===== src/rtl/jcd_pkg.sv =====
`timescale 1ns / 1ps
// ----------------------------------------------------------------------------
// jcd_pkg
// Shared types and constants for the joystick dead-zone calibration block.
// ----------------------------------------------------------------------------
package jcd_pkg;

    // Axis sample width actually used (low bits of the 16-bit input fields)
    localparam int AXIS_BITS    = 16;
    localparam int ZONE_DIVISOR = 10;

    // Field widths on the stream ports
    localparam int AXIS_FIELD_BITS   = 16;
    localparam int BUTTON_BITS       = 8;
    localparam int IN_PAYLOAD_BITS   = 2 * AXIS_FIELD_BITS + BUTTON_BITS + 2;
    localparam int IN_TDATA_BITS     = ((IN_PAYLOAD_BITS + 7) / 8) * 8;
    localparam int PHASE_BITS        = 3;
    localparam int OUT_PAYLOAD_BITS  = 4 + PHASE_BITS + 1;
    localparam int OUT_TDATA_BITS    = ((OUT_PAYLOAD_BITS + 7) / 8) * 8;

    // Button 1 is active low at this bit of the switch byte
    localparam int BUTTON1_BIT = 4;

    // Constant division by reciprocal multiply, exact for SPAN_BITS-wide inputs
    localparam int SPAN_BITS  = AXIS_BITS + 1;
    localparam int DIV_SHIFT  = SPAN_BITS + $clog2(ZONE_DIVISOR);
    localparam int RECIP_BITS = SPAN_BITS + 1;
    localparam int PROD_BITS  = DIV_SHIFT + AXIS_BITS;
    localparam logic [RECIP_BITS-1:0] DIV_RECIP =
        RECIP_BITS'(((longint'(1) << DIV_SHIFT) + ZONE_DIVISOR - 1) / ZONE_DIVISOR);
    localparam logic [SPAN_BITS-1:0] ROUND_UP = SPAN_BITS'(ZONE_DIVISOR - 1);
    localparam logic [AXIS_BITS-1:0] AXIS_MAX = '1;

    typedef enum logic [PHASE_BITS-1:0] {
        PH_MINMAX   = 3'd0,
        PH_RELEASE1 = 3'd1,
        PH_CENTRE   = 3'd2,
        PH_RELEASE2 = 3'd3,
        PH_FINAL    = 3'd4,
        PH_RELEASE3 = 3'd5
    } phase_t;

    // floor(value / ZONE_DIVISOR)
    function automatic logic [AXIS_BITS-1:0] div_zone(input logic [SPAN_BITS-1:0] value);
        logic [PROD_BITS-1:0] prod;
        prod = PROD_BITS'(value) * PROD_BITS'(DIV_RECIP);
        return prod[DIV_SHIFT +: AXIS_BITS];
    endfunction

endpackage


===== src/rtl/joystick_calibrate_deadzone_top.sv =====
`timescale 1ns / 1ps
// ----------------------------------------------------------------------------
// joystick_calibrate_deadzone_top
// Per-sample joystick calibration: min/max tracking, press/release phases,
// centre capture with dead zones, and left/right/up/down flags.
// ----------------------------------------------------------------------------
//
// Channel  | Dir | Handshake         | Payload
// ---------+-----+-------------------+------------------------------------------
// s_*      | in  | s_tvalid/s_tready | axis_x, axis_y, button_byte, restart, quit
// m_*      | out | m_tvalid/m_tready | dir flags, calib_phase, calib_done
//
// One item per cycle sustained while m_tready stays high. An accepted item
// waits in the input register and moves into the result register, which
// drives m_tvalid, once that register can advance (no m_tready stall).
// Per-item logic is a compare/update of the calibration state plus compares
// against the registered dead zones.
// The span/10 quotients come from a registered reciprocal multiply running off
// the min/max registers; centre capture is always at least two items after
// the last min/max change, so the quotients are settled by then.
// rst_n (async, active low) clears both stage valids and all calibration state.
// A stall on m_tready holds the result; the input register keeps taking items
// only while it can drain, so nothing is dropped or repeated.
// ----------------------------------------------------------------------------
module joystick_calibrate_deadzone_top
(
    input  logic                                clk,
    input  logic                                rst_n,
    input  logic                                s_tvalid,
    output logic                                s_tready,
    // [15:0] axis_x, [31:16] axis_y, [39:32] button_byte,
    // [40] restart_request, [41] quit_request, [47:42] zero
    input  logic [jcd_pkg::IN_TDATA_BITS-1:0]   s_tdata,
    output logic                                m_tvalid,
    input  logic                                m_tready,
    // [0] dir_left, [1] dir_right, [2] dir_up, [3] dir_down,
    // [6:4] calib_phase, [7] calib_done
    output logic [jcd_pkg::OUT_TDATA_BITS-1:0]  m_tdata
);

    localparam int AB = jcd_pkg::AXIS_BITS;
    localparam int FB = jcd_pkg::AXIS_FIELD_BITS;
    localparam int BB = jcd_pkg::BUTTON_BITS;

    // ---------------- input register ----------------
    logic                in_valid_reg;
    logic [AB-1:0]       in_x_reg;
    logic [AB-1:0]       in_y_reg;
    logic [BB-1:0]       in_btn_reg;
    logic                in_restart_reg;
    logic                in_quit_reg;

    // ---------------- result register ----------------
    logic                                  out_valid_reg;
    logic [jcd_pkg::OUT_TDATA_BITS-1:0]    out_data_reg;
    logic [jcd_pkg::OUT_TDATA_BITS-1:0]    out_data_next;

    // ---------------- calibration state ----------------
    jcd_pkg::phase_t     phase_reg, phase_next;
    logic                finished_reg, finished_next;
    logic                seeded_reg, seeded_next;
    logic [AB-1:0]       min_x_reg, min_x_next, max_x_reg, max_x_next;
    logic [AB-1:0]       min_y_reg, min_y_next, max_y_reg, max_y_next;
    logic [AB-1:0]       zone_x_low_reg, zone_x_low_next, zone_x_high_reg, zone_x_high_next;
    logic [AB-1:0]       zone_y_low_reg, zone_y_low_next, zone_y_high_reg, zone_y_high_next;

    // span quotients: up = floor(span/D), down = ceil(span/D)
    logic [AB-1:0]       up_x_reg, down_x_reg, up_y_reg, down_y_reg;
    logic [AB-1:0]       span_x, span_y;

    logic                advance;
    logic                fire;
    logic                pressed;
    logic                capture;
    jcd_pkg::phase_t     phase_eff;
    logic [AB-1:0]       base_min_x, base_max_x, base_min_y, base_max_y;
    logic [AB:0]         sum_x, sum_y;

    // ---------------- handshake ----------------
    assign advance  = !out_valid_reg || m_tready;
    assign fire     = in_valid_reg && advance;
    assign s_tready = !in_valid_reg || advance;
    assign m_tvalid = out_valid_reg;
    assign m_tdata  = out_data_reg;

    always_ff @(posedge clk or negedge rst_n)
    begin
        if (!rst_n)
        begin
            in_valid_reg <= 1'b0;
        end
        else if (s_tready)
        begin
            in_valid_reg <= s_tvalid;
        end
    end

    always_ff @(posedge clk or negedge rst_n)
    begin
        if (!rst_n)
        begin
            in_x_reg       <= '0;
            in_y_reg       <= '0;
            in_btn_reg     <= '0;
            in_restart_reg <= 1'b0;
            in_quit_reg    <= 1'b0;
        end
        else if (s_tready && s_tvalid)
        begin
            in_x_reg       <= s_tdata[AB-1:0];
            in_y_reg       <= s_tdata[FB +: AB];
            in_btn_reg     <= s_tdata[2*FB +: BB];
            in_restart_reg <= s_tdata[2*FB + BB];
            in_quit_reg    <= s_tdata[2*FB + BB + 1];
        end
    end

    // ---------------- dead-zone quotients ----------------
    assign span_x = (max_x_reg >= min_x_reg) ? (max_x_reg - min_x_reg) : '0;
    assign span_y = (max_y_reg >= min_y_reg) ? (max_y_reg - min_y_reg) : '0;

    always_ff @(posedge clk)
    begin
        up_x_reg   <= jcd_pkg::div_zone(jcd_pkg::SPAN_BITS'(span_x));
        up_y_reg   <= jcd_pkg::div_zone(jcd_pkg::SPAN_BITS'(span_y));
        down_x_reg <= jcd_pkg::div_zone(jcd_pkg::SPAN_BITS'(span_x) + jcd_pkg::ROUND_UP);
        down_y_reg <= jcd_pkg::div_zone(jcd_pkg::SPAN_BITS'(span_y) + jcd_pkg::ROUND_UP);
    end

    // ---------------- next state ----------------
    assign pressed = !in_btn_reg[jcd_pkg::BUTTON1_BIT];
    assign sum_x   = {1'b0, in_x_reg} + {1'b0, up_x_reg};
    assign sum_y   = {1'b0, in_y_reg} + {1'b0, up_y_reg};

    always_comb
    begin
        phase_next       = phase_reg;
        finished_next    = finished_reg;
        seeded_next      = seeded_reg;
        min_x_next       = min_x_reg;
        max_x_next       = max_x_reg;
        min_y_next       = min_y_reg;
        max_y_next       = max_y_reg;
        zone_x_low_next  = zone_x_low_reg;
        zone_x_high_next = zone_x_high_reg;
        zone_y_low_next  = zone_y_low_reg;
        zone_y_high_next = zone_y_high_reg;
        capture          = 1'b0;

        // first sample seeds the trackers
        base_min_x = seeded_reg ? min_x_reg : in_x_reg;
        base_max_x = seeded_reg ? max_x_reg : in_x_reg;
        base_min_y = seeded_reg ? min_y_reg : in_y_reg;
        base_max_y = seeded_reg ? max_y_reg : in_y_reg;
        phase_eff  = in_restart_reg ? jcd_pkg::PH_MINMAX : phase_reg;

        if (!finished_reg)
        begin
            seeded_next = 1'b1;
            min_x_next  = base_min_x;
            max_x_next  = base_max_x;
            min_y_next  = base_min_y;
            max_y_next  = base_max_y;
            phase_next  = phase_eff;

            unique case (phase_eff)
                jcd_pkg::PH_MINMAX:
                begin
                    if (in_x_reg > base_max_x) max_x_next = in_x_reg;
                    if (in_y_reg > base_max_y) max_y_next = in_y_reg;
                    if (in_x_reg < base_min_x) min_x_next = in_x_reg;
                    if (in_y_reg < base_min_y) min_y_next = in_y_reg;
                    if (pressed) phase_next = jcd_pkg::PH_RELEASE1;
                end
                jcd_pkg::PH_RELEASE1:
                begin
                    if (!pressed) phase_next = jcd_pkg::PH_CENTRE;
                end
                jcd_pkg::PH_CENTRE:
                begin
                    if (pressed)
                    begin
                        phase_next = jcd_pkg::PH_RELEASE2;
                        capture    = 1'b1;
                        zone_x_low_next  = (in_x_reg >= down_x_reg) ? in_x_reg - down_x_reg : '0;
                        zone_y_low_next  = (in_y_reg >= down_y_reg) ? in_y_reg - down_y_reg : '0;
                        zone_x_high_next = sum_x[AB] ? jcd_pkg::AXIS_MAX : sum_x[AB-1:0];
                        zone_y_high_next = sum_y[AB] ? jcd_pkg::AXIS_MAX : sum_y[AB-1:0];
                    end
                end
                jcd_pkg::PH_RELEASE2:
                begin
                    if (!pressed) phase_next = jcd_pkg::PH_FINAL;
                end
                jcd_pkg::PH_FINAL:
                begin
                    if (pressed) phase_next = jcd_pkg::PH_RELEASE3;
                end
                jcd_pkg::PH_RELEASE3:
                begin
                    if (!pressed) finished_next = 1'b1;
                end
                default:
                begin
                end
            endcase

            if (in_quit_reg) finished_next = 1'b1;
        end
    end

    // ---------------- result ----------------
    // On a capture the new zones bracket the sample itself, so all flags are 0.
    always_comb
    begin
        out_data_next = '0;
        if (!capture)
        begin
            out_data_next[0] = in_x_reg < zone_x_low_reg;
            out_data_next[1] = in_x_reg > zone_x_high_reg;
            out_data_next[2] = in_y_reg < zone_y_low_reg;
            out_data_next[3] = in_y_reg > zone_y_high_reg;
        end
        out_data_next[4 +: jcd_pkg::PHASE_BITS] = phase_next;
        out_data_next[4 + jcd_pkg::PHASE_BITS]  = finished_next;
    end

    always_ff @(posedge clk or negedge rst_n)
    begin
        if (!rst_n)
        begin
            out_valid_reg   <= 1'b0;
            phase_reg       <= jcd_pkg::PH_MINMAX;
            finished_reg    <= 1'b0;
            seeded_reg      <= 1'b0;
            min_x_reg       <= '0;
            max_x_reg       <= '0;
            min_y_reg       <= '0;
            max_y_reg       <= '0;
            zone_x_low_reg  <= '0;
            zone_x_high_reg <= '0;
            zone_y_low_reg  <= '0;
            zone_y_high_reg <= '0;
        end
        else
        begin
            if (advance)
            begin
                out_valid_reg <= in_valid_reg;
            end
            if (fire)
            begin
                phase_reg       <= phase_next;
                finished_reg    <= finished_next;
                seeded_reg      <= seeded_next;
                min_x_reg       <= min_x_next;
                max_x_reg       <= max_x_next;
                min_y_reg       <= min_y_next;
                max_y_reg       <= max_y_next;
                zone_x_low_reg  <= zone_x_low_next;
                zone_x_high_reg <= zone_x_high_next;
                zone_y_low_reg  <= zone_y_low_next;
                zone_y_high_reg <= zone_y_high_next;
            end
        end
    end

    always_ff @(posedge clk)
    begin
        if (fire)
        begin
            out_data_reg <= out_data_next;
        end
    end

    // ---------------- assertions ----------------
    a_done_sticky: assert property (@(posedge clk) disable iff (!rst_n)
        finished_reg |=> finished_reg)
        else $error("calibration done flag dropped");

    a_phase_frozen: assert property (@(posedge clk) disable iff (!rst_n)
        finished_reg |=> phase_reg == $past(phase_reg))
        else $error("phase changed after calibration done");

    a_minmax_order: assert property (@(posedge clk) disable iff (!rst_n)
        seeded_reg |-> (min_x_reg <= max_x_reg) && (min_y_reg <= max_y_reg))
        else $error("min/max trackers out of order");

    a_zone_order: assert property (@(posedge clk) disable iff (!rst_n)
        (zone_x_low_reg <= zone_x_high_reg) && (zone_y_low_reg <= zone_y_high_reg))
        else $error("dead zone bounds out of order");

    a_no_drop: assert property (@(posedge clk) disable iff (!rst_n)
        in_valid_reg && out_valid_reg && !m_tready |=> in_valid_reg)
        else $error("held item lost during output stall");

endmodule


===== config.mk =====
export PLATFORM = sky130hd
export DESIGN_NAME = joystick_calibrate_deadzone_top
export DESIGN_NICKNAME = d
export VERILOG_FILES = /design/src/rtl/jcd_pkg.sv /design/src/rtl/joystick_calibrate_deadzone_top.sv
export SDC_FILE = /design/constraint.sdc
export NUM_CORES = 2
export LEC_CHECK = 0
export ABC_AREA = 1
export BUFFER_PORTS_ARGS = -buffer_cell sky130_fd_sc_hd__buf_2
export CAP_MARGIN = 0
export CORE_MARGIN = 2
export CORE_UTILIZATION = 40
export CTS_CLUSTER_SIZE = 24
export DETAILED_ROUTE_END_ITERATION = 8
export GPL_TIMING_DRIVEN = 0
export PLACE_DENSITY = 0.55
export SETUP_SLACK_MARGIN = 0.3
export SYNTH_ARGS = -nofsm -noshare
export SYNTH_HDL_FRONTEND = slang
export SYNTH_SLANG_ARGS = --single-unit

===== constraint.sdc =====
create_clock -name clk -period 9.65 [get_ports clk]
set_input_delay 0.4825 -clock clk [delete_from_list [all_inputs] [get_ports clk]]
set_output_delay 0.4825 -clock clk [all_outputs]
set_load 0.02 [all_outputs]

# [After elaboration in Yosys (flattened, before gate mapping)]
# Cells that the tools add are included.
# W data, S select, Z words.
[word_totals] ff_bits=236 in_bits=52 out_inout_bits=10 word_cells=97
[op_classes] addsub=8 mul=4 order_cmp=12 n_eq_ne=5 muxes=33 bitwise=2 n_reduce_logical=9
[op_table] operator="$mux W16" n=18
[op_table] operator="$mul A17 B16 Y33 const B" n=2
[op_table] operator="$gt A16 B16 Y1" n=4
[op_table] operator="$lt A16 B16 Y1" n=4
[op_table] operator="$mul A16 B16 Y32 const B" n=2
[op_table] operator="$add A16 B13 Y17" n=2
[op_table] operator="$add A16 B4 Y17 const B" n=2
[op_table] operator="$ge A16 B14 Y1" n=2
[op_table] operator="$ge A16 B16 Y1" n=2
[op_table] operator="$sub A16 B14 Y16" n=2
[op_table] operator="$sub A16 B16 Y16" n=2
[op_table] operator="$mux W3" n=7
[op_table] operator="$pmux W3 S5" n=1
[op_table] operator="$mux W1" n=7
[op_table] operator="$eq A3 B2 Y1 const B" n=2
[op_table] operator="$eq A3 B3 Y1 const B" n=2
[op_table] operator="$reduce_and A4 Y1" n=1
[op_table] operator="$eq A3 B1 Y1 const B" n=1
[op_table] operator="$logic_not A3 Y1" n=1
[op_table] operator="$logic_and A1 B1 Y1" n=2
[op_table] operator="$logic_not A1 Y1" n=2
[op_table] operator="$logic_or A1 B1 Y1" n=2
[op_table] operator="$not A1 Y1" n=2
[op_table] operator="$reduce_and A2 Y1" n=1

# [Depth between registers and ports, before layout]
[depth] depth_word=5 ltp_mapped=44 ltp_nobuf=43

# [Least setup slack after synthesis]
# OpenSTA, ideal clock, no wires.
[synth_timing] kind="flip-flop to flip-flop" start="register min_x_reg[0]" end="register down_x_reg[10]" setup_ns=0.121 arrival_time_ns=7.123 required_ns=9.529 path_slack_ns=2.406 path_stages_with_launch=37 path_cell_list="dfrtp_1 > ha_1 > inv_1 > fa_1 > nand3_1 > nand2_1 > nand2_1 > nand2_2 > o21ai_1 > nand2_2 > buf_6 > inv_1 > nor3_1 > ha_1 > inv_1 > nor2_4 > nand2_2 > nor2_2 > xor2_1 > ha_1 > ha_1 > inv_1 > fa_1 > fa_1 > inv_1 > fa_1 > inv_1 > fa_1 > inv_1 > ha_1 > a21oi_1 > o21ai_0 > a211oi_1 > o21ai_0 > nand4_1 > nand3_1 > xor2_1"
[synth_via] elab_chain_len=4 word_cells_on_any_way=5 classes_between="add/sub: 2; mul: 1; order compare: 1; mux: 1"
[synth_rtl] element="start, declared" line="joystick_calibrate_deadzone_top.sv:62" text="logic [AB-1:0] min_x_reg, min_x_next, max_x_reg, max_x_next;"
[synth_rtl] element="start signal, assigned" line="joystick_calibrate_deadzone_top.sv:256" text="min_x_reg <= min_x_next;"
[synth_rtl] element="$sub A16 B16 Y16 / $ge A16 B16 Y1 (equally long branches)" line="joystick_calibrate_deadzone_top.sv:119" text="assign span_x = (max_x_reg >= min_x_reg) ? (max_x_reg - min_x_reg) : '0;"
[synth_rtl] element="$mux W16 *" line="joystick_calibrate_deadzone_top.sv:119"
[synth_rtl] element="$add A16 B4 Y17 *" line="joystick_calibrate_deadzone_top.sv:126" text="down_x_reg <= jcd_pkg::div_zone(jcd_pkg::SPAN_BITS'(span_x) + jcd_pkg::ROUND_UP);"
[synth_rtl] element="$mul A17 B16 Y33 *" line="jcd_pkg.sv:46" text="prod = PROD_BITS'(value) * PROD_BITS'(DIV_RECIP);"
[synth_rtl] element="end signal, assigned" line="joystick_calibrate_deadzone_top.sv:126"
[synth_rtl] element="end, declared" line="joystick_calibrate_deadzone_top.sv:68" text="logic [AB-1:0] up_x_reg, down_x_reg, up_y_reg, down_y_reg;"
# Every way passes the cells marked *; elsewhere a longest branch is shown, timed or not.
# A chain may end at the register's enable or synchronous reset.

# [Final worst setup path]
[layout_timing] start="register min_y_reg[0]" end="register down_y_reg[12]"
[layout_via] elab_chain_len=4 word_cells_on_any_way=5 classes_between="add/sub: 2; mul: 1; order compare: 1; mux: 1"
[layout_rtl] element="start, declared" line="joystick_calibrate_deadzone_top.sv:63" text="logic [AB-1:0] min_y_reg, min_y_next, max_y_reg, max_y_next;"
[layout_rtl] element="start signal, assigned" line="joystick_calibrate_deadzone_top.sv:258" text="min_y_reg <= min_y_next;"
[layout_rtl] element="$sub A16 B16 Y16 / $ge A16 B16 Y1 (equally long branches)" line="joystick_calibrate_deadzone_top.sv:120" text="assign span_y = (max_y_reg >= min_y_reg) ? (max_y_reg - min_y_reg) : '0;"
[layout_rtl] element="$mux W16 *" line="joystick_calibrate_deadzone_top.sv:120"
[layout_rtl] element="$add A16 B4 Y17 *" line="joystick_calibrate_deadzone_top.sv:127" text="down_y_reg <= jcd_pkg::div_zone(jcd_pkg::SPAN_BITS'(span_y) + jcd_pkg::ROUND_UP);"
[layout_rtl] element="$mul A17 B16 Y33 *" line="jcd_pkg.sv:46"
[layout_rtl] element="end signal, assigned" line="joystick_calibrate_deadzone_top.sv:127"
[layout_rtl] element="end, declared" line="joystick_calibrate_deadzone_top.sv:68"
# Marks and branches as above.

==> impl_metrics.csv <==
group,metric,value,unit
outcome,outcome,"finished with violations",
outcome,violations,"negative hold slack",
sta,max_slew_margin,35.5,%
synthesis,syn-num-nets,5530,
floorplan,start_util,40.3,%
sta,holdWs,-0.00367,ns
clock_network,cts.reportedPaths.clkPinSlew,0.06,ns
synthesis,synth_area,36100,um^2
cells_and_area,finalNetCount,5608,
setup_path,setup.worst_path.start_class,"flop",
floorplan,rows,110,
synthesis,yosys.area_share.xor_xnor,3.83,%
grt,grt_pass1_vias,29500,
power_and_ir_drop,p_per_area,73.7,nW/um^2
synthesis,ys_ff_latch,232,
sta,min_period,8.71,ns
power_and_ir_drop,leakage,22.1,nW
synthesis,synth-async-reset-ratio,73.3,%
synthesis,seq_area_frac_synth,15.4,%
placed_design,hpwl,89100,um
sta,timing.fmax,115,MHz
setup_path,cpMostUsedCell,"inv_1",
detailed_routing,postRouteAntennaNets,0,
setup_path,crit_required,10.09,ns
detailed_routing,firstDrtPassIters,5,
floorplan,core,89700,um^2
sta,hold_violations,1,
detailed_routing,drc,0,
cells_and_area,fillCellCount,9132,
floorplan,fp.dieW,305,um
synthesis,synth_top_area_cell,"ha_1",
synthesis,synth_top_family_by_area,"adder cells",
detailed_routing,finalWirelength,104000,um
detailed_routing,drtIter0Drc,2030,
floorplan,dieArea,92700,um^2
synthesis,synth-simple-area-share,12.4,%
grt,antenna_found_initial,0,
synthesis,muxShareOfSynthArea,0.0623,%
placed_design,gp_congestion,0.905,
setup_path,worst-path-max-fanout,10,
cells_and_area,drive_above_1_share,3.89,%
detailed_routing,wl_per_cell,18.4,um
synthesis,synth_cell_types,66,
floorplan,io_pins,62,
setup_path,cp.arrival,9.16,ns
clock_network,hold_buffers,0,
clock_network,cts_buffers,27,
floorplan,die-height,305,um
cells_and_area,diodes,0,
clock_network,cts_tree,"done",
clock_network,cts.sinks,232,
job,maxCapViolCount,0,
sta,fin_tns_setup,0,ns
synthesis,netlist.area_leader.share,25.5,%
detailed_routing,viasPerCell,5.14,
synthesis,synth_flop_cell,"dfrtp_1",
grt,grt_max_degree,106,
clock_network,ctsHtreeMaxLevel,1,
cells_and_area,syn2layout_area_growth,7.56,%
detailed_routing,dr_total_vias,29200,
sta,skew,0.0136,ns
clock_network,clock_latency,0.56,ns
sta,drv_slew,0,
sta,period_share,90.3,%
setup_path,cp_slowest_cell,"fa_1",
synthesis,synth_commonest_cells,"inv_1, ha_1, nand2_1, a21oi_1, fa_1",
sta,setup_viol,0,
clock_network,clockBufferDepth,3,
sta,rsz0062_at_grt,"false",
setup_path,worstSetupPathType,"flop to flop",
power_and_ir_drop,peakVddDrop,86.6,uV
synthesis,yosysMostFrequentCell,"inv_1",
clock_network,clockRootBuffer,"clkbuf_16",
synthesis,yosys-top-cells-area,"ha_1, fa_1, dfrtp_1",
grt,grt.overflow.total,0,
cells_and_area,stdcell_area,38900,um^2
setup_path,crit_path_end_kind,"flop",
setup_path,critical_path.max_stage_delay,0.54,ns
placed_design,post_dp_cell_area,37900,um^2
synthesis,syn_avg_cell_area,8.20,um^2
worst_hold_path,hp-class,"input port to asynchronous set/reset pin",
synthesis,synth_fa_ha_area_share,44.2,%
grt,gr-usage-all-layers,22.6,%
synthesis,synthCells,4405,
placed_design,portBuffers,48,
synthesis,synth_warnings,0,
synthesis,synth-compound-area-share,13.2,%
grt,grt_pass1_wl,166000,um
sta,worstMarginPinSlew,0.964,ns
synthesis,synth-edff-count,8,
==> per-layer routing <==
| metal | share of wire, % | vias to the layer above | GRT usage [%] |
|---|---|---|---|
| li1 | - | 14500 | - |
| met1 | 48 | 14000 | 32.6 |
| met2 | 45 | 658 | 37.1 |
| met3 | 4.5 | 91 | 1.89 |
| met4 | 1.6 | 0 | 4.11 |
| met5 | 0 | - | 0 |
==> power by group <==
part | total (mW) | switching [mW] | internal (mW) | leakage, nW
Clock | 1.06 | 0.440 | 0.624 | 0.472
Sequential | 1.10 | 0.0953 | 1.01 | 2.33
Combinational | 0.699 | 0.472 | 0.227 | 19.3
==> layout make-up <==
type                       instances  area [um^2]  area share, %
buffer                            57          230          0.592
tap                             1176         1470           3.79
sequential                       232         5580           14.3
clock buffer                      39          866           2.23
inverter                         982         3690           9.49
multi-input combinational       3134        26700           68.7
clock inverter                    11         65.1          0.167
timing repair buffer              49          278          0.715
==> metrics by stage <==
stage               power (mW)  utilization [%]  instances  worst slack, ns  hold slack (ns)
floorplan                 1.54                -       4405             2.41            0.187
global placement          1.80             42.2       5629            0.359            0.469
detailed placement        1.80             42.2       5630            0.398            0.496
CTS                       2.88             43.2       5680            0.368           0.0257
global route              3.01             43.3       5680            0.303           0.0660
finish                    2.87             43.3       5680            0.936         -0.00367
==> worst max-delay path, delay by kind of cell, from the launching register on <==
kind	cells	cell delay [ns]
xor gates and xnor gates	1	0.31
DFF	1	0.44
and+or+nand+nor	15	1.55
adders and majority gates	10	3.92
buffers and inverters	9	1.17
AOI/OAI and AO/OA	5	1.17
==> cells in the final DEF (no fill, tap or decap), types with 20 or more instances in the layout <==
cell	n
a21oi_1	400
o22ai_1	36
nand3_1	92
a21o_1	24
nor2_1	265
a22oi_1	20
clkbuf_16	31
nand2_1	559
o21a_1	27
nand4_1	42
xor2_1	97
clkbuf_1	53
buf_2	51
dfrtp_1	170
ha_1	736
a31oi_1	30
fa_1	337
dfxtp_1	54
inv_1	973
xnor2_1	53
o21ai_0	210
nor3_1	41
==> kinds of logic after synthesis <==
group | after synthesis
AO/OA/AOI/OAI | 844
XOR/XNOR | 154
adder cells (fa/ha/maj) | 1073
buffers and inverters | 1039
flip-flops | 232
multiplexers | 2
AND/OR/NAND/NOR | 1061
==> repair_timing <==
| action | CTS | global route |
|---|---|---|
| gates resized for setup | 0 | 13 |
| endpoints found under the setup margin | 0 | 14 |
| setup buffers | 0 | 0 |
==> worst paths after layout <==
check	startpoint	to	slack [ns]	depth (start not counted)
max	min_y_reg[0]	down_y_reg[12]	0.94	40
min	rst_n	in_x_reg[9]	-0.004	1
max reg2reg	min_y_reg[0]	down_y_reg[12]	0.94	40
min reg2reg	zone_x_low_reg[14]	zone_x_low_reg[14]	0.50	2
max in group asynchronous	rst_n	min_y_reg[4]	8.78	2
min in group clk	s_tdata[40]	in_restart_reg	0.16	2
(Power assumes the default switching activity.)
